File: config.mk
export PLATFORM = sky130hd
export DESIGN_NAME = greedy_change_maker
export DESIGN_NICKNAME = d
export VERILOG_FILES = /design/src/design/gcm_pkg.sv /design/src/design/greedy_change_maker.sv /design/src/design/gcm_cfg_regs.sv /design/src/design/gcm_divider.sv
export SDC_FILE = /design/constraint.sdc
export NUM_CORES = 1
export LEC_CHECK = 0
export BUFFER_PORTS_ARGS = -buffer_cell sky130_fd_sc_hd__buf_2
export CORE_ASPECT_RATIO = 1.5
export CORE_MARGIN = 10
export CORE_UTILIZATION = 29
export CTS_BUF_LIST = sky130_fd_sc_hd__clkbuf_4 sky130_fd_sc_hd__clkbuf_8 sky130_fd_sc_hd__clkbuf_16
export DETAILED_ROUTE_END_ITERATION = 10
export GPL_ROUTABILITY_DRIVEN = 0
export HOLD_SLACK_MARGIN = 0.06
export SLEW_MARGIN = 20
export SYNTH_ARGS = -nofsm -noshare
export SYNTH_HDL_FRONTEND = slang
export SYNTH_HIERARCHICAL = 1
export SYNTH_SLANG_ARGS = --single-unit
File: constraint.sdc
create_clock -name clk_i -period 7.5 [get_ports clk_i]
set_input_delay 0.375 -clock clk_i [delete_from_list [all_inputs] [get_ports clk_i]]
set_output_delay 0.375 -clock clk_i [all_outputs]
set_load 0.03 [all_outputs]
File: src/design/gcm_pkg.sv
// Shared types, codes and constants of the greedy change maker.
`timescale 1ns / 1ps

package gcm_pkg;

  // Width of amounts, denominations, quantities and remainders.
  localparam int unsigned AMT_W = 15;
  // Width of the target amount on the input stream.
  localparam int unsigned TARGET_W = 16;
  // Width of a denomination position and of the denomination count.
  localparam int unsigned IDX_W = 3;
  // Output tdata width: index, quantity and remainder rounded up to bytes.
  localparam int unsigned OUT_TDATA_W = 40;
  // Divider steps, one quotient bit per step.
  localparam int unsigned DIV_STEPS = AMT_W;
  localparam int unsigned DIV_CNT_W = $clog2(DIV_STEPS + 1);

  // Configuration register indexes.
  localparam logic [IDX_W-1:0] CFG_IDX_COUNT  = 3'd0;
  localparam logic [IDX_W-1:0] CFG_IDX_DENOM0 = 3'd1;

  // Register values after reset.
  localparam logic [IDX_W-1:0] COUNT_RESET = 3'd5;
  localparam logic [5:0][AMT_W-1:0] DENOM_RESET = {
    15'd0, 15'd1, 15'd2, 15'd5, 15'd10, 15'd50
  };

  // Status carried on the last result of a target.
  typedef enum logic [1:0] {
    ST_SUCCESS      = 2'd0,
    ST_GREEDY_FAIL  = 2'd1,
    ST_NOT_POSITIVE = 2'd2
  } change_status_e;

  // Sequencer states.
  typedef enum logic [1:0] {
    S_IDLE,
    S_POS,
    S_DIV,
    S_EMIT
  } gcm_state_e;

  // Request to the shared divider.
  typedef struct packed {
    logic             start;
    logic [AMT_W-1:0] dividend;
    logic [AMT_W-1:0] divisor;
  } div_req_t;

  // Response of the shared divider.
  typedef struct packed {
    logic             busy;
    logic             done;
    logic [AMT_W-1:0] quotient;
    logic [AMT_W-1:0] remainder;
  } div_rsp_t;

endpackage

File: src/design/greedy_change_maker.sv
// Top level of the greedy change maker: sequencer, output register, checks.
`timescale 1ns / 1ps

// Greedy change maker.
// Input stream (s_axis_*): one beat carries a target amount, two's complement.
// Output stream (m_axis_*): one beat per denomination position in use, in
// position order; tlast marks the final beat, which also carries the unpaid
// remainder and the status (success, greedy failure, target not positive).
// Configuration (cfg_*): index 0 is the denomination count, index 1 to 6 the
// denomination values, largest first. Writes are taken every cycle and are
// meant to be issued only while the block is idle.
// Sequence: a beat is taken in the idle state. Each position is then decided
// in S_POS, divided in S_DIV by the shared 15-step divider when it needs a
// division, and loaded into the output register in S_EMIT; a skipped one goes
// straight to S_EMIT. s_axis_tready is low while a target is in work. A
// stalled receiver holds the output register and the sequencer waits at the
// next load; the next target may be taken while the final beat waits.
// Reset puts the denominations back to 50, 10, 5, 2, 1, 0 with count 5 and
// drops any beat in flight.
module greedy_change_maker #(
  parameter int unsigned MAX_DENOMS = 6
) (
  input  logic                                clk_i,
  input  logic                                rst_ni,
  // Input stream.
  input  logic                                s_axis_tvalid,
  output logic                                s_axis_tready,
  // [15:0] target
  input  logic [gcm_pkg::TARGET_W-1:0]        s_axis_tdata,
  // Output stream.
  output logic                                m_axis_tvalid,
  input  logic                                m_axis_tready,
  // [2:0] denom_index, [17:3] coin_quantity, [32:18] unpaid rest,
  // [39:33] zero
  output logic [gcm_pkg::OUT_TDATA_W-1:0]     m_axis_tdata,
  // [1:0] change_status
  output logic [1:0]                          m_axis_tuser,
  // last_result
  output logic                                m_axis_tlast,
  // Configuration write channel.
  input  logic                                cfg_valid_i,
  output logic                                cfg_ready_o,
  input  logic [gcm_pkg::IDX_W-1:0]           cfg_index_i,
  input  logic [gcm_pkg::AMT_W-1:0]           cfg_data_i
);

  localparam int unsigned SelW = (MAX_DENOMS > 1) ? $clog2(MAX_DENOMS) : 1;
  localparam int unsigned PadW = gcm_pkg::OUT_TDATA_W - gcm_pkg::IDX_W - 2 * gcm_pkg::AMT_W;

  logic [gcm_pkg::IDX_W-1:0]                 count_eff;
  logic [MAX_DENOMS-1:0][gcm_pkg::AMT_W-1:0] denoms;

  gcm_pkg::gcm_state_e        state_q, state_d;
  logic [gcm_pkg::IDX_W-1:0]  k_q, k_d;
  logic [gcm_pkg::IDX_W-1:0]  n_q, n_d;
  logic [gcm_pkg::AMT_W-1:0]  rem_q, rem_d;
  logic [gcm_pkg::AMT_W-1:0]  qty_q, qty_d;
  logic                       run_q, run_d;
  logic                       pos_q, pos_d;

  logic                       out_valid_q, out_valid_d;
  logic [gcm_pkg::IDX_W-1:0]  out_index_q, out_index_d;
  logic [gcm_pkg::AMT_W-1:0]  out_qty_q, out_qty_d;
  logic [gcm_pkg::AMT_W-1:0]  out_rem_q, out_rem_d;
  gcm_pkg::change_status_e    out_status_q, out_status_d;
  logic                       out_last_q, out_last_d;

  gcm_pkg::div_req_t          div_req;
  gcm_pkg::div_rsp_t          div_rsp;

  logic                       in_beat;
  logic                       target_pos;
  logic [gcm_pkg::AMT_W-1:0]  cur_denom;
  logic                       go_div;
  logic                       out_free;
  logic                       is_last;
  gcm_pkg::change_status_e    final_status;

  // Configuration registers.
  assign cfg_ready_o = 1'b1;

  gcm_cfg_regs #(
    .MAX_DENOMS (MAX_DENOMS)
  ) u_cfg (
    .clk_i      (clk_i),
    .rst_ni     (rst_ni),
    .wr_en_i    (cfg_valid_i),
    .wr_index_i (cfg_index_i),
    .wr_data_i  (cfg_data_i),
    .count_o    (count_eff),
    .denoms_o   (denoms)
  );

  // Shared divider.
  gcm_divider u_div (
    .clk_i  (clk_i),
    .rst_ni (rst_ni),
    .req_i  (div_req),
    .rsp_o  (div_rsp)
  );

  // Common conditions.
  assign s_axis_tready = (state_q == gcm_pkg::S_IDLE);
  assign in_beat       = s_axis_tvalid && s_axis_tready;
  assign target_pos    = (s_axis_tdata != '0) && !s_axis_tdata[gcm_pkg::TARGET_W-1];
  assign cur_denom     = denoms[k_q[SelW-1:0]];
  assign go_div        = run_q && (rem_q != '0) && (cur_denom != '0);
  assign out_free      = !out_valid_q || m_axis_tready;
  assign is_last       = (k_q == n_q - gcm_pkg::IDX_W'(1));
  assign final_status  = !pos_q ? gcm_pkg::ST_NOT_POSITIVE :
                         (rem_q == '0) ? gcm_pkg::ST_SUCCESS : gcm_pkg::ST_GREEDY_FAIL;

  assign div_req.start    = (state_q == gcm_pkg::S_POS) && go_div;
  assign div_req.dividend = rem_q;
  assign div_req.divisor  = cur_denom;

  // Next state.
  always_comb begin
    state_d = state_q;
    case (state_q)
      gcm_pkg::S_IDLE: begin
        if (in_beat) state_d = gcm_pkg::S_POS;
      end
      gcm_pkg::S_POS: begin
        state_d = go_div ? gcm_pkg::S_DIV : gcm_pkg::S_EMIT;
      end
      gcm_pkg::S_DIV: begin
        if (div_rsp.done) state_d = gcm_pkg::S_EMIT;
      end
      gcm_pkg::S_EMIT: begin
        if (out_free) state_d = is_last ? gcm_pkg::S_IDLE : gcm_pkg::S_POS;
      end
      default: state_d = gcm_pkg::S_IDLE;
    endcase
  end

  // Working registers and output register loads.
  always_comb begin
    k_d          = k_q;
    n_d          = n_q;
    rem_d        = rem_q;
    qty_d        = qty_q;
    run_d        = run_q;
    pos_d        = pos_q;
    out_valid_d  = out_valid_q && !m_axis_tready;
    out_index_d  = out_index_q;
    out_qty_d    = out_qty_q;
    out_rem_d    = out_rem_q;
    out_status_d = out_status_q;
    out_last_d   = out_last_q;
    case (state_q)
      gcm_pkg::S_IDLE: begin
        if (in_beat) begin
          k_d   = '0;
          n_d   = count_eff;
          pos_d = target_pos;
          run_d = target_pos;
          rem_d = target_pos ? s_axis_tdata[gcm_pkg::AMT_W-1:0] : '0;
        end
      end
      gcm_pkg::S_POS: begin
        if (!go_div) begin
          run_d = 1'b0;
          qty_d = '0;
        end
      end
      gcm_pkg::S_DIV: begin
        if (div_rsp.done) begin
          qty_d = div_rsp.quotient;
          rem_d = div_rsp.remainder;
        end
      end
      gcm_pkg::S_EMIT: begin
        if (out_free) begin
          out_valid_d  = 1'b1;
          out_index_d  = k_q;
          out_qty_d    = qty_q;
          out_last_d   = is_last;
          out_rem_d    = is_last ? rem_q : '0;
          out_status_d = is_last ? final_status : gcm_pkg::ST_SUCCESS;
          k_d          = k_q + gcm_pkg::IDX_W'(1);
        end
      end
      default: begin
        run_d = 1'b0;
      end
    endcase
  end

  always_ff @(posedge clk_i or negedge rst_ni) begin
    if (!rst_ni) begin
      state_q     <= gcm_pkg::S_IDLE;
      k_q         <= '0;
      n_q         <= gcm_pkg::IDX_W'(1);
      run_q       <= 1'b0;
      pos_q       <= 1'b0;
      out_valid_q <= 1'b0;
    end else begin
      state_q     <= state_d;
      k_q         <= k_d;
      n_q         <= n_d;
      run_q       <= run_d;
      pos_q       <= pos_d;
      out_valid_q <= out_valid_d;
    end
  end

  always_ff @(posedge clk_i) begin
    rem_q        <= rem_d;
    qty_q        <= qty_d;
    out_index_q  <= out_index_d;
    out_qty_q    <= out_qty_d;
    out_rem_q    <= out_rem_d;
    out_status_q <= out_status_d;
    out_last_q   <= out_last_d;
  end

  // Output stream.
  assign m_axis_tvalid = out_valid_q;
  assign m_axis_tdata  = {{PadW{1'b0}}, out_rem_q, out_qty_q, out_index_q};
  assign m_axis_tuser  = out_status_q;
  assign m_axis_tlast  = out_last_q;

`ifndef SYNTHESIS
  // The divider is never in use while a new target can be taken.
  assert property (@(posedge clk_i) disable iff (!rst_ni)
    s_axis_tready |-> !div_rsp.busy)
    else $error("divider busy while input is ready");

  // A division result only arrives while the sequencer waits for one.
  assert property (@(posedge clk_i) disable iff (!rst_ni)
    div_rsp.done |-> (state_q == gcm_pkg::S_DIV))
    else $error("divider result outside the divide state");

  // A division is never started with a zero divisor.
  assert property (@(posedge clk_i) disable iff (!rst_ni)
    div_req.start |-> (div_req.divisor != '0))
    else $error("division started by zero");

  // The position in work stays below the count while a target is in work.
  assert property (@(posedge clk_i) disable iff (!rst_ni)
    (state_q != gcm_pkg::S_IDLE) |-> (k_q < n_q))
    else $error("position past the denomination count");
`endif

endmodule

File: src/design/gcm_cfg_regs.sv
// Configuration registers: denomination count and denomination values.
`timescale 1ns / 1ps

module gcm_cfg_regs #(
  parameter int unsigned MAX_DENOMS = 6
) (
  input  logic                                         clk_i,
  input  logic                                         rst_ni,
  input  logic                                         wr_en_i,
  input  logic [gcm_pkg::IDX_W-1:0]                    wr_index_i,
  input  logic [gcm_pkg::AMT_W-1:0]                    wr_data_i,
  output logic [gcm_pkg::IDX_W-1:0]                    count_o,
  output logic [MAX_DENOMS-1:0][gcm_pkg::AMT_W-1:0]    denoms_o
);

  localparam logic [gcm_pkg::IDX_W-1:0] MaxCount = gcm_pkg::IDX_W'(MAX_DENOMS);

  logic [gcm_pkg::IDX_W-1:0]                 count_q;
  logic [MAX_DENOMS-1:0][gcm_pkg::AMT_W-1:0] denom_q;

  // Count register, written with its low bits.
  always_ff @(posedge clk_i or negedge rst_ni) begin
    if (!rst_ni) begin
      count_q <= gcm_pkg::COUNT_RESET;
    end else if (wr_en_i && (wr_index_i == gcm_pkg::CFG_IDX_COUNT)) begin
      count_q <= wr_data_i[gcm_pkg::IDX_W-1:0];
    end
  end

  // One register per denomination position; writes to positions past the
  // last one held here are dropped.
  always_ff @(posedge clk_i or negedge rst_ni) begin
    if (!rst_ni) begin
      for (int i = 0; i < MAX_DENOMS; i++) begin
        denom_q[i] <= gcm_pkg::DENOM_RESET[i];
      end
    end else if (wr_en_i) begin
      for (int i = 0; i < MAX_DENOMS; i++) begin
        if (wr_index_i == gcm_pkg::CFG_IDX_DENOM0 + gcm_pkg::IDX_W'(i)) begin
          denom_q[i] <= wr_data_i;
        end
      end
    end
  end

  assign denoms_o = denom_q;

  // A count of zero acts as one, a count above the depth as the depth.
  always_comb begin
    if (count_q == '0) begin
      count_o = gcm_pkg::IDX_W'(1);
    end else if (count_q > MaxCount) begin
      count_o = MaxCount;
    end else begin
      count_o = count_q;
    end
  end

endmodule

File: src/design/gcm_divider.sv
// Shared restoring divider, one quotient bit per cycle.
`timescale 1ns / 1ps

module gcm_divider (
  input  logic              clk_i,
  input  logic              rst_ni,
  input  gcm_pkg::div_req_t req_i,
  output gcm_pkg::div_rsp_t rsp_o
);

  logic                            busy_q, busy_d;
  logic                            done_q, done_d;
  logic [gcm_pkg::DIV_CNT_W-1:0]   cnt_q, cnt_d;
  logic [gcm_pkg::AMT_W-1:0]       acc_q, acc_d;
  logic [gcm_pkg::AMT_W-1:0]       quo_q, quo_d;
  logic [gcm_pkg::AMT_W-1:0]       dvs_q, dvs_d;
  logic [gcm_pkg::AMT_W:0]         shifted;
  logic [gcm_pkg::AMT_W+1:0]       diff;

  // Trial subtraction of the divisor from the shifted partial remainder.
  assign shifted = {acc_q, quo_q[gcm_pkg::AMT_W-1]};
  assign diff    = {1'b0, shifted} - {2'b00, dvs_q};

  // Step control and datapath.
  always_comb begin
    busy_d = busy_q;
    done_d = 1'b0;
    cnt_d  = cnt_q;
    acc_d  = acc_q;
    quo_d  = quo_q;
    dvs_d  = dvs_q;
    if (req_i.start && !busy_q) begin
      busy_d = 1'b1;
      cnt_d  = gcm_pkg::DIV_CNT_W'(gcm_pkg::DIV_STEPS);
      acc_d  = '0;
      quo_d  = req_i.dividend;
      dvs_d  = req_i.divisor;
    end else if (busy_q) begin
      if (!diff[gcm_pkg::AMT_W+1]) begin
        acc_d = diff[gcm_pkg::AMT_W-1:0];
        quo_d = {quo_q[gcm_pkg::AMT_W-2:0], 1'b1};
      end else begin
        acc_d = shifted[gcm_pkg::AMT_W-1:0];
        quo_d = {quo_q[gcm_pkg::AMT_W-2:0], 1'b0};
      end
      cnt_d = cnt_q - gcm_pkg::DIV_CNT_W'(1);
      if (cnt_q == gcm_pkg::DIV_CNT_W'(1)) begin
        busy_d = 1'b0;
        done_d = 1'b1;
      end
    end
  end

  always_ff @(posedge clk_i or negedge rst_ni) begin
    if (!rst_ni) begin
      busy_q <= 1'b0;
      done_q <= 1'b0;
      cnt_q  <= '0;
    end else begin
      busy_q <= busy_d;
      done_q <= done_d;
      cnt_q  <= cnt_d;
    end
  end

  always_ff @(posedge clk_i) begin
    acc_q <= acc_d;
    quo_q <= quo_d;
    dvs_q <= dvs_d;
  end

  assign rsp_o.busy      = busy_q;
  assign rsp_o.done      = done_q;
  assign rsp_o.quotient  = quo_q;
  assign rsp_o.remainder = acc_q;

endmodule
==> run metrics, run 1 <==
Final nets 934; TritonCTS buffer count 22; Seq pwr share roughly 53%; final slew viol count 0; combinational share of power between 8 and 9%; layout cells sized above 1 approximately 29%; final hold viol count 0; crit path cell chain nand2b_2 > o22ai_1 > o21bai_1 > or4_4 > nor4_4 > nor2_1 > nor2_1 > inv_1 > a2bb2oi_1; YS warnings 6; internal power ~2.1 mW; core area 35200 um2; CP max stage delay 1.00 ns; Max-cap violations 0; headroom to the max-slew limit 35.3%; Inst Count DP roughly 1300; crit-path most repeated cell nor2_1; CP Capture Type register; final WL ~22 mm; WP data required 7.85 ns; DIE AREA about 44000 um2; Num Clock Sinks roughly 220; Post-CTS Setup Inserts 0; Overall Global Routing Usage about a tenth; Post-DP HPWL between 15 and 20 mm; area delta synth->final 14.0%; Initial DRC Count about 360; Net Switching approximately 610 uW; M3 GR Usage ~2.4%; final std cells w/o fill 1359; port bufs 76; Power Dens Cells between 200 and 250 nW/um2; WP buf/inv 1; Final Critical Period around 4.5 ns; number of global-route vias before repair around 6600; # IOs 85; aggregate negative setup slack 0 ns; Pleak 4.57 nW; HP Class in -> reg; Worst Skew ~0.009 ns; worst slew pin tran between 0.9 and 1 ns; fin crit share ~61%; Slowest-stage cell, CP dfrtp_2; WP data arrival 4.89 ns; num rows 84; post-layout util 33.6%; Synth Cell Area ~10000 um2; Syn Inst Count approximately 800; TritonCTS clock tree done; RSZ-0062 raised after global routing no; clock network power share 38.9%; antenna-violating nets left 0; Multi-input gate area 4000 um2; root buf cell clkbuf_16; sequential cell area between 5000 and 6000 um2; first-pass GRT wire length approximately 36 mm; switch share 22.1%; DR vias 6252; clock slew seen by the registers of the worst setup and hold paths 0.06 ns; CP max FO 35; Fillers about 3500; First-pass DRT Iterations 4; cell family with most CP delay simple AND/OR/NAND/NOR gates; Die Ht 252 um; via-per-instance ratio 4.60; grt ovf 0; Initial Util 29.4%; antenna violations before repair 3; pin count of the biggest net entering global routing between 60 and 70; CP startpoint kind register; number of H-tree levels 1; outcome finished, final reports clean; VDD IR max 0.124 mV; diode count 0; syn_area_per_cell 12.9 um2; Final setup viols 0; drt wl/cell ~16 um; GR Util met2 between 10% and 20%; clk_lat worst skew ~0.50 ns; WS Path Type reg -> reg; Die Width approximately 170 um; met1 GRT Util roughly a tenth; FMAX 220 MHz; clock buffer depth 3; GRT Max-Usage Layer met2; DR DRC count 0
-- worst paths after layout --
path	startpoint	to	slack, ns	cells after the start
max reg2reg	k_q[1]	u_div/cnt_q[2]	2.96	9
max	k_q[1]	u_div/cnt_q[2]	2.96	9
max in group asynchronous	rst_ni	u_cfg/denoms_o[7]	5.84	3
min in group asynchronous	rst_ni	u_cfg/denoms_o[74]	0.43	2
min	cfg_data_i[4]	u_cfg/denoms_o[79]	0.18	2
min reg2reg	qty_q[12]	out_qty_q[12]	0.42	0
-- state kept, by name (all words and copies together), names as in the netlist, 4 cells and up --
signal and count:
rem_q 15, out_rem_q 15, out_qty_q 15, u_div/cnt_q 4, u_cfg/denoms_o 90, u_div/acc_q 15, u_div/quo_q 15, qty_q 15
u_div/dvs_q 15
-- layer usage --
layer	part of all wire, %	vias up
met4	2.2	6
met2	52	133
met5	0.18	-
li1	-	3026
met3	5.8	32
met1	40	3055
-- final cells by class --
| cell class | instances | area share, % |
|---|---|---|
| clock buffers | 24 | 4.93 |
| multi-input cells | 508 | 33.8 |
| repair buffers | 84 | 3.77 |
| clock inverters | 15 | 1.03 |
| well taps | 473 | 5.01 |
| flip-flops and latches | 221 | 50.4 |
| inverters | 34 | 1.08 |
-- what timing repair did --
item                                   CTS  global route
endpoints found under the hold margin   36             0
resized for setup                        0             0
hold buffers                             1             0
-- power by group through the flow --
stage	clock, mW	sequential [mW]	combinational, mW
after floorplan	0	1.44	0.185
after global placement	0	1.47	0.233
after detailed placement	0	1.47	0.239
after CTS	1.10	1.45	0.240
after global routing	1.15	1.46	0.262
final	1.07	1.44	0.235
-- metrics by stage --
stage | power [mW] | hold slack, ns | cell area, um2 | setup slack (ns)
after global placement | 1.70 | 0.401 | 11100 | 3.07
final | 2.75 | 0.175 | 11800 | 2.96
after detailed placement | 1.71 | 0.405 | 11100 | 2.87
after global routing | 2.87 | 0.175 | 11800 | 2.53
after CTS | 2.79 | 0.162 | 11800 | 2.86
after floorplan | 1.63 | 0.0794 | 10400 | 3.92
-- cell usage in the layout, fill, tap and decap left out, drive strengths merged, types with 11 or more instances in the layout --
cell type	n
a21oi	20
and2	32
buf	83
clkbuf	24
clkinv	12
dfrtp	98
dfstp	12
dfxtp	15
edfxtp	96
ha	23
inv	34
mux2	112
mux2i	49
nand2	57
nor2	31
nor3	12
o21ai	34
o22ai	17
xnor2	11
No activity file was read; power rests on OpenSTA's default activity.
==> run 2, diff against run 1 <==
--- a/config.mk
+++ b/config.mk
@@ -5,6 +5,7 @@
 export SDC_FILE = /design/constraint.sdc
 export NUM_CORES = 1
 export LEC_CHECK = 0
+export ABC_AREA = 1
 export BUFFER_PORTS_ARGS = -buffer_cell sky130_fd_sc_hd__buf_2
 export CORE_ASPECT_RATIO = 1.5
 export CORE_MARGIN = 10
==> constraint.sdc (replaced) <==
create_clock -name clk_i -period 4.6 [get_ports clk_i]
set_input_delay 0.23 -clock clk_i [delete_from_list [all_inputs] [get_ports clk_i]]
set_output_delay 0.23 -clock clk_i [all_outputs]
set_load 0.03 [all_outputs]
==> run 2 against run 1 <==
Against the previous run: total power rose by 68%; first-iteration DRC count rose by 51%; utilization barely moved; clock power rose by 78%; routed wire length rose by 22%; critical path depth rose by 7; clock-buffer cell count rose by 11; sequential cell count did not move; synthesized area rose by 7.8%; clock skew rose by 0.0082 ns; cell area rose by 8.9%; largest power group unchanged; highest routed layer is now met4.
==> run metrics, run 2 <==
root buf cell clkbuf_16 (unchanged); max reg flops 90 (unchanged); Worst Skew 0.0175 ns (was 0.00927 ns); DIE AREA 47000 um2 (was 43900 um2); Hold Path End rem_q[7] (was u_cfg/denoms_o[79]); setup ws final 1.46 ns (was 2.96 ns); drt wl/cell 13.7 um (was 16.3 um); Pleak 6.46 nW (was 4.57 nW); WP data required 4.84 ns (was 7.85 ns); syn_area_per_cell 8.08 um2 (was 12.9 um2); worst slew pin tran 0.879 ns (was 0.968 ns); Overall Global Routing Usage 11.3% (was 9.98%); final hold viol count 0 (unchanged); area delta synth->final 15.2% (was 14.0%); placed cell area 11900 um2 (was 11100 um2); Hold Crit Start s_axis_tdata[7] (was cfg_data_i[4]); grt ovf 0 (unchanged); First-pass DRT Iterations 5 (was 4); Die Ht 260 um (was 252 um); Inst Count DP 1911 (was 1319); via-per-instance ratio 4.40 (was 4.60); Post-DP HPWL 19.7 mm (was 16.5 mm); WS Path Type reg -> reg (unchanged); HP Class in -> reg (unchanged); most frequent cells in the layout nand2_1 (576), inv_1 (176), nand3_1 (112) (was mux2_2 (112), dfrtp_1 (97), edfxtp_1 (96)); core area 38300 um2 (was 35200 um2); DR vias 8669 (was 6252); Initial Util 29.2% (was 29.4%); diode count 0 (unchanged); final slew viol count 0 (unchanged); CP startpoint kind register (unchanged); fin crit share 68.2% (was 60.6%); sequential cell area 5950 um2 (about the same); Final setup viols 0 (unchanged); Final Critical Period 3.14 ns (was 4.54 ns); Num Clock Sinks 221 (unchanged); TritonCTS buffer count 25 (was 22); Synth Cell Area 11200 um2 (was 10400 um2); worst r2r src k_q[1] (unchanged); aggregate negative setup slack 0 ns (unchanged); VDD IR max 0.232 mV (was 0.124 mV); clk_lat worst skew 0.52 ns (was 0.50 ns); clock buffer depth 3 (unchanged); Multi-input gate area 4200 um2 (was 4000 um2); Setup WS pre-CTS 1.41 ns (was 2.87 ns); num rows 88 (was 84); crit-path most repeated cell nor2_1 (unchanged); Critical Path Source k_q[1] (unchanged); CP max stage delay 0.70 ns (was 1.00 ns); WP data arrival 3.38 ns (was 4.89 ns); outcome finished, final reports clean (unchanged); layout cells sized above 1 11.6% (was 29.1%); most common cell after layout, fill and taps aside nand2_1 (was mux2_2); antenna-violating nets left 0 (unchanged); Max-cap violations 0 (unchanged); RSZ-0062 raised after global routing no (unchanged); final std cells w/o fill 1972 (was 1359); R2R Setup Slk 1.46 ns (was 2.96 ns); Fillers 4034 (was 3467); first-pass GRT wire length 44.8 mm (was 35.8 mm); Power Dens Cells 359 nW/um2 (was 233 nW/um2); WHS Path Cells 3 (was 2); Post-CTS Setup Inserts 0 (unchanged); number of global-route vias before repair 8731 (was 6622); pin count of the biggest net entering global routing 80 (was 66); number of H-tree levels 1 (unchanged); YS warnings 6 (unchanged); clock slew seen by the registers of the worst setup and hold paths 0.06 ns (about the same); r2r endpoint u_div/quo_q[0] (was u_div/cnt_q[2]); port bufs 76 (unchanged); DR DRC count 0 (unchanged); # IOs 85 (unchanged); final instance area 12900 um2 (was 11800 um2); Final nets 1523 (was 934); CP max FO 20 (was 35); TritonCTS clock tree done (unchanged); headroom to the max-slew limit 41.4% (was 35.3%); final WL 27.1 mm (was 22.2 mm); R2R cell count 16 (was 9); Syn Inst Count 1383 (was 804); FMAX 319 MHz (was 220 MHz); crit path cell chain nor2_4 > inv_1 > nor2_1 > o21ai_0 > nand2_1 > nor2_1 > nand2_1 > nor2_1 > nand2_1 > nand3_1 > inv_1 > inv_1 > nor2_2 > clkinv_1 > nor2_1 > a31oi_1 (was nand2b_2 > o22ai_1 > o21bai_1 > or4_4 > nor4_4 > nor2_1 > nor2_1 > inv_1 > a2bb2oi_1); antenna violations before repair 0 (was 3); Slowest-stage cell, CP dfrtp_1 (was dfrtp_2); Die Width 180 um (was 174 um); CP Capture Type register (unchanged); Initial DRC Count 548 (was 362)
==> run 2: how the worst max path moves through the flow <==
stage                 endpoint  slack, ns  cells after the start
3_5_place_dp   u_div/quo_q[12]       1.41                     13
6_report        u_div/quo_q[0]       1.46                     16
5_1_grt         u_div/acc_q[3]       1.03                     14
4_1_cts         u_div/quo_q[1]       1.39                     13
3_3_place_gp   u_div/quo_q[12]       1.46                     13
2_1_floorplan     m_axis_tlast       1.68                      3
==> run 2: worst max-delay path, delay by kind of cell, from the launching register on <==
kind | cells | cell delay, ns
AND/OR/NAND/NOR | 10 | 1.25
buffers and inverters | 4 | 0.76
flip-flops | 1 | 0.70
AO/OA/AOI/OAI | 2 | 0.15
==> run 2: per-stage QoR <==
step | power (mW) | hold WS, ns | utilization [%]
after global placement | 2.73 | 0.401 | 31.1
after CTS | 4.67 | 0.0722 | 33.6
after global routing | 4.84 | 0.105 | 33.6
final | 4.62 | 0.0950 | 33.6
after detailed placement | 2.74 | 0.405 | 31.1
after floorplan | 2.61 | -0.0656 | -
==> run 2: final cells by class <==
cell class / count / share of cell area, %
clock buffers: 35 / 5.49
well taps: 495 / 4.81
flip-flops and latches: 221 / 46.2
multi-input cells: 924 / 32.6
repair buffers: 102 / 4.85
inverters: 186 / 5.42
clock inverters: 9 / 0.583
==> run 2: metal layers <==
| metal | global-route usage [%] | up-vias | part of all wire (%) |
|---|---|---|---|
| met5 | 0 | - | 0 |
| met3 | 1.93 | 36 | 5.0 |
| met2 | 20.6 | 206 | 50 |
| met4 | 2.95 | 0 | 1.6 |
| met1 | 13.5 | 3989 | 43 |
| li1 | - | 4438 | - |
==> run 2: report_power, final <==
part / switching (mW) / total (mW) / internal (mW)
Sequential: 0.0876 / 2.30 / 2.22
Clock: 0.778 / 1.90 / 1.13
Combinational: 0.265 / 0.412 / 0.148
Total: 1.13 / 4.62 / 3.49
==> run 2: repair_timing <==
action                    in CTS  in global routing
hold endpoints to repair     158                  0
resized for setup              0                  0
hold buffers                  17                  0
==> run 3, diff against run 2 <==
--- a/config.mk
+++ b/config.mk
@@ -5,7 +5,7 @@
 export SDC_FILE = /design/constraint.sdc
 export NUM_CORES = 1
 export LEC_CHECK = 0
-export ABC_AREA = 1
+export ABC_AREA = 0
 export BUFFER_PORTS_ARGS = -buffer_cell sky130_fd_sc_hd__buf_2
 export CORE_ASPECT_RATIO = 1.5
 export CORE_MARGIN = 10
==> constraint.sdc (replaced) <==
create_clock -name clk_i -period 3.3 [get_ports clk_i]
set_input_delay 0.165 -clock clk_i [delete_from_list [all_inputs] [get_ports clk_i]]
set_output_delay 0.165 -clock clk_i [all_outputs]
set_load 0.03 [all_outputs]
==> run 3 against run 2 <==
Against the previous run: worst hold slack gained 0.043 ns; utilization grew 1.4 points; die area shrank 6.6%; non-clock buffer count grew 23; critical endpoint is now u_div/quo_q[10]; sequential cell count is the same; clock power grew 35%; cell area shrank 4.3%; register-to-register slack lost 1.2 ns; total power grew 39%.
==> run metrics, run 3 (synthesized netlist as in run 1, its figures left out) <==
outcome finished, final reports clean (unchanged); combinational share of power 9.1% (was 8.9%); TritonCTS buffer count 22 (was 25); WP data required 3.56 ns (was 4.84 ns); antenna violations before repair 0 (unchanged); Worst Skew 0.0123 ns (was 0.0175 ns); Final setup viols 0 (unchanged); first-pass GRT wire length 36.7 mm (was 44.8 mm); most frequent cells in the layout mux2_2 (112), dfrtp_1 (97), edfxtp_1 (96) (was nand2_1 (576), inv_1 (176), nand3_1 (112)); Initial Util 29.4% (was 29.2%); pin count of the biggest net entering global routing 60 (was 80); # IOs 85 (unchanged); FMAX 326 MHz (was 319 MHz); Initial DRC Count 279 (was 548); WS Path Type reg -> reg (unchanged); Net Switching 1.44 mW (was 1.13 mW); Post-DP HPWL 16.9 mm (was 19.7 mm); sequential cell area 5950 um2 (about the same); DIE AREA 43900 um2 (was 47000 um2); Final nets 975 (was 1523); Critical Path Source k_q[1] (unchanged); antenna-violating nets left 0 (unchanged); Die Ht 252 um (was 260 um); TritonCTS clock tree done (unchanged); final std cells w/o fill 1400 (was 1972); fin crit share 92.8% (was 68.2%); worst r2r src k_q[1] (unchanged); Seq pwr share 51.1% (was 49.9%); root buf cell clkbuf_16 (unchanged); clk_lat worst skew 0.51 ns (was 0.52 ns); R2R Setup Slk 0.24 ns (was 1.46 ns); Overall Global Routing Usage 10.2% (was 11.3%); DR DRC count 0 (unchanged); grt ovf 0 (unchanged); CP startpoint kind register (unchanged); number of H-tree levels 1 (unchanged); number of global-route vias before repair 6808 (was 8731); Fillers 3421 (was 4034); area delta synth->final 18.8% (was 15.2%); Final Critical Period 3.06 ns (was 3.14 ns); drt wl/cell 16.2 um (was 13.7 um); core area 35200 um2 (was 38300 um2); hold slack 0.138 ns (was 0.0950 ns); num rows 84 (was 88); final hold viol count 0 (unchanged); Multi-input gate area 4000 um2 (was 4200 um2); clock network power share 39.8% (was 41.2%); final slew viol count 0 (unchanged); port bufs 76 (unchanged); clock buffer depth 3 (unchanged); diode count 0 (unchanged); max reg flops 90 (unchanged); WP data arrival 3.32 ns (was 3.38 ns); DR vias 6382 (was 8669); First-pass DRT Iterations 4 (was 5); aggregate negative setup slack 0 ns (unchanged); Die Width 174 um (was 180 um); Power Total 6.43 mW (was 4.62 mW); worst slew pin tran 0.968 ns (was 0.879 ns); most common cell after layout, fill and taps aside mux2_2 (was nand2_1); Power Dens Cells 522 nW/um2 (was 359 nW/um2); CP max FO 24 (was 20); CP Capture Type register (unchanged); via-per-instance ratio 4.56 (was 4.40); headroom to the max-slew limit 35.3% (was 41.4%); RSZ-0062 raised after global routing no (unchanged); Hold Crit Start s_axis_tdata[15] (was s_axis_tdata[7]); Inst Count DP 1328 (was 1911); Pleak 4.78 nW (was 6.46 nW); Num Clock Sinks 221 (unchanged); layout cells sized above 1 29.7% (was 11.6%); HP Class in -> reg (unchanged); VDD IR max 0.301 mV (was 0.232 mV); clock slew seen by the registers of the worst setup and hold paths 0.06 ns (about the same); Max-cap violations 0 (unchanged); final WL 22.6 mm (was 27.1 mm); internal power 4.99 mW (was 3.49 mW); switch share 22.4% (was 24.5%)
## run 3: cell count changes in the layout (fill, tap and decap cells not counted), moves of 13 or more
| cell | before | now |
|---|---|---|
| o21ai_1 | 7 | 20 |
| inv_1 | 176 | 33 |
| nand2_1 | 576 | 57 |
| dlygate4sd3_1 | 17 | 32 |
| mux2_2 | 1 | 112 |
| o22ai_1 | 1 | 17 |
| nor2_1 | 83 | 28 |
| nand3_1 | 112 | 7 |
| mux2i_1 | 0 | 49 |
| and2_1 | 2 | 31 |
| o21ai_0 | 37 | 14 |
## run 3: cell type report
class,instances,share of cell area [%]
clock buffer,28,5.46
inverter,34,1.07
timing repair buffer,125,7.15
clock inverter,11,0.711
sequential,221,48.3
tap,473,4.81
multi-input combinational,508,32.5
## run 3: final timing paths
path | depth (start not counted) | endpoint
hold reg to reg | 0 | out_qty_q[4]
max in group asynchronous | 3 | u_cfg/denoms_o[4]
min in group asynchronous | 2 | u_cfg/denoms_o[78]
setup / recovery | 10 | u_div/quo_q[10]
setup reg to reg | 10 | u_div/quo_q[10]
hold / removal | 3 | rem_q[13]
## run 3: power groups by stage
stage	clock (mW)	combinational [mW]	sequential [mW]
final	2.56	0.583	3.28
after global routing	2.74	0.644	3.32
after CTS	2.63	0.591	3.29
after detailed placement	0	0.557	3.34
after global placement	0	0.539	3.34
after floorplan	0	0.420	3.27
## run 3: metrics by stage
step | area (um2) | setup slack, ns | utilization (%)
6_report | 12300 | 0.237 | 35.0
5_1_grt | 12300 | 0.0702 | 35.0
4_1_cts | 12300 | 0.146 | 34.9
3_5_place_dp | 11200 | 0.147 | 31.8
3_3_place_gp | 11200 | 0.236 | 31.8
2_1_floorplan | 10400 | 0.0283 | -
## run 3: layer usage
metal | global-route usage (%) | up-vias | routed length, um
met5 | 0 | - | 0
met4 | 3.33 | 0 | 525
met3 | 2.02 | 32 | 1060
li1 | - | 3114 | -
met1 | 10.8 | 3108 | 8880
met2 | 19.6 | 128 | 12200
## run 3: worst max-delay path: stages, from the launching register on
cell and delay (ns):
dfrtp_2 0.40, buf_12 0.21, mux2i_1 0.29, o22ai_1 0.11, o21bai_1 0.20, or4_1 0.54, nor4_4 0.27, nor2_1 0.10
inv_1 0.12, nor2_2 0.17, mux2_2 0.37
## run 3: repair_timing
item	4_1_cts	5_1_grt
hold endpoints to repair	156	0
endpoints found under the setup margin	0	17
hold buffers	32	0
resized for setup	0	2
buffers inserted	0	1
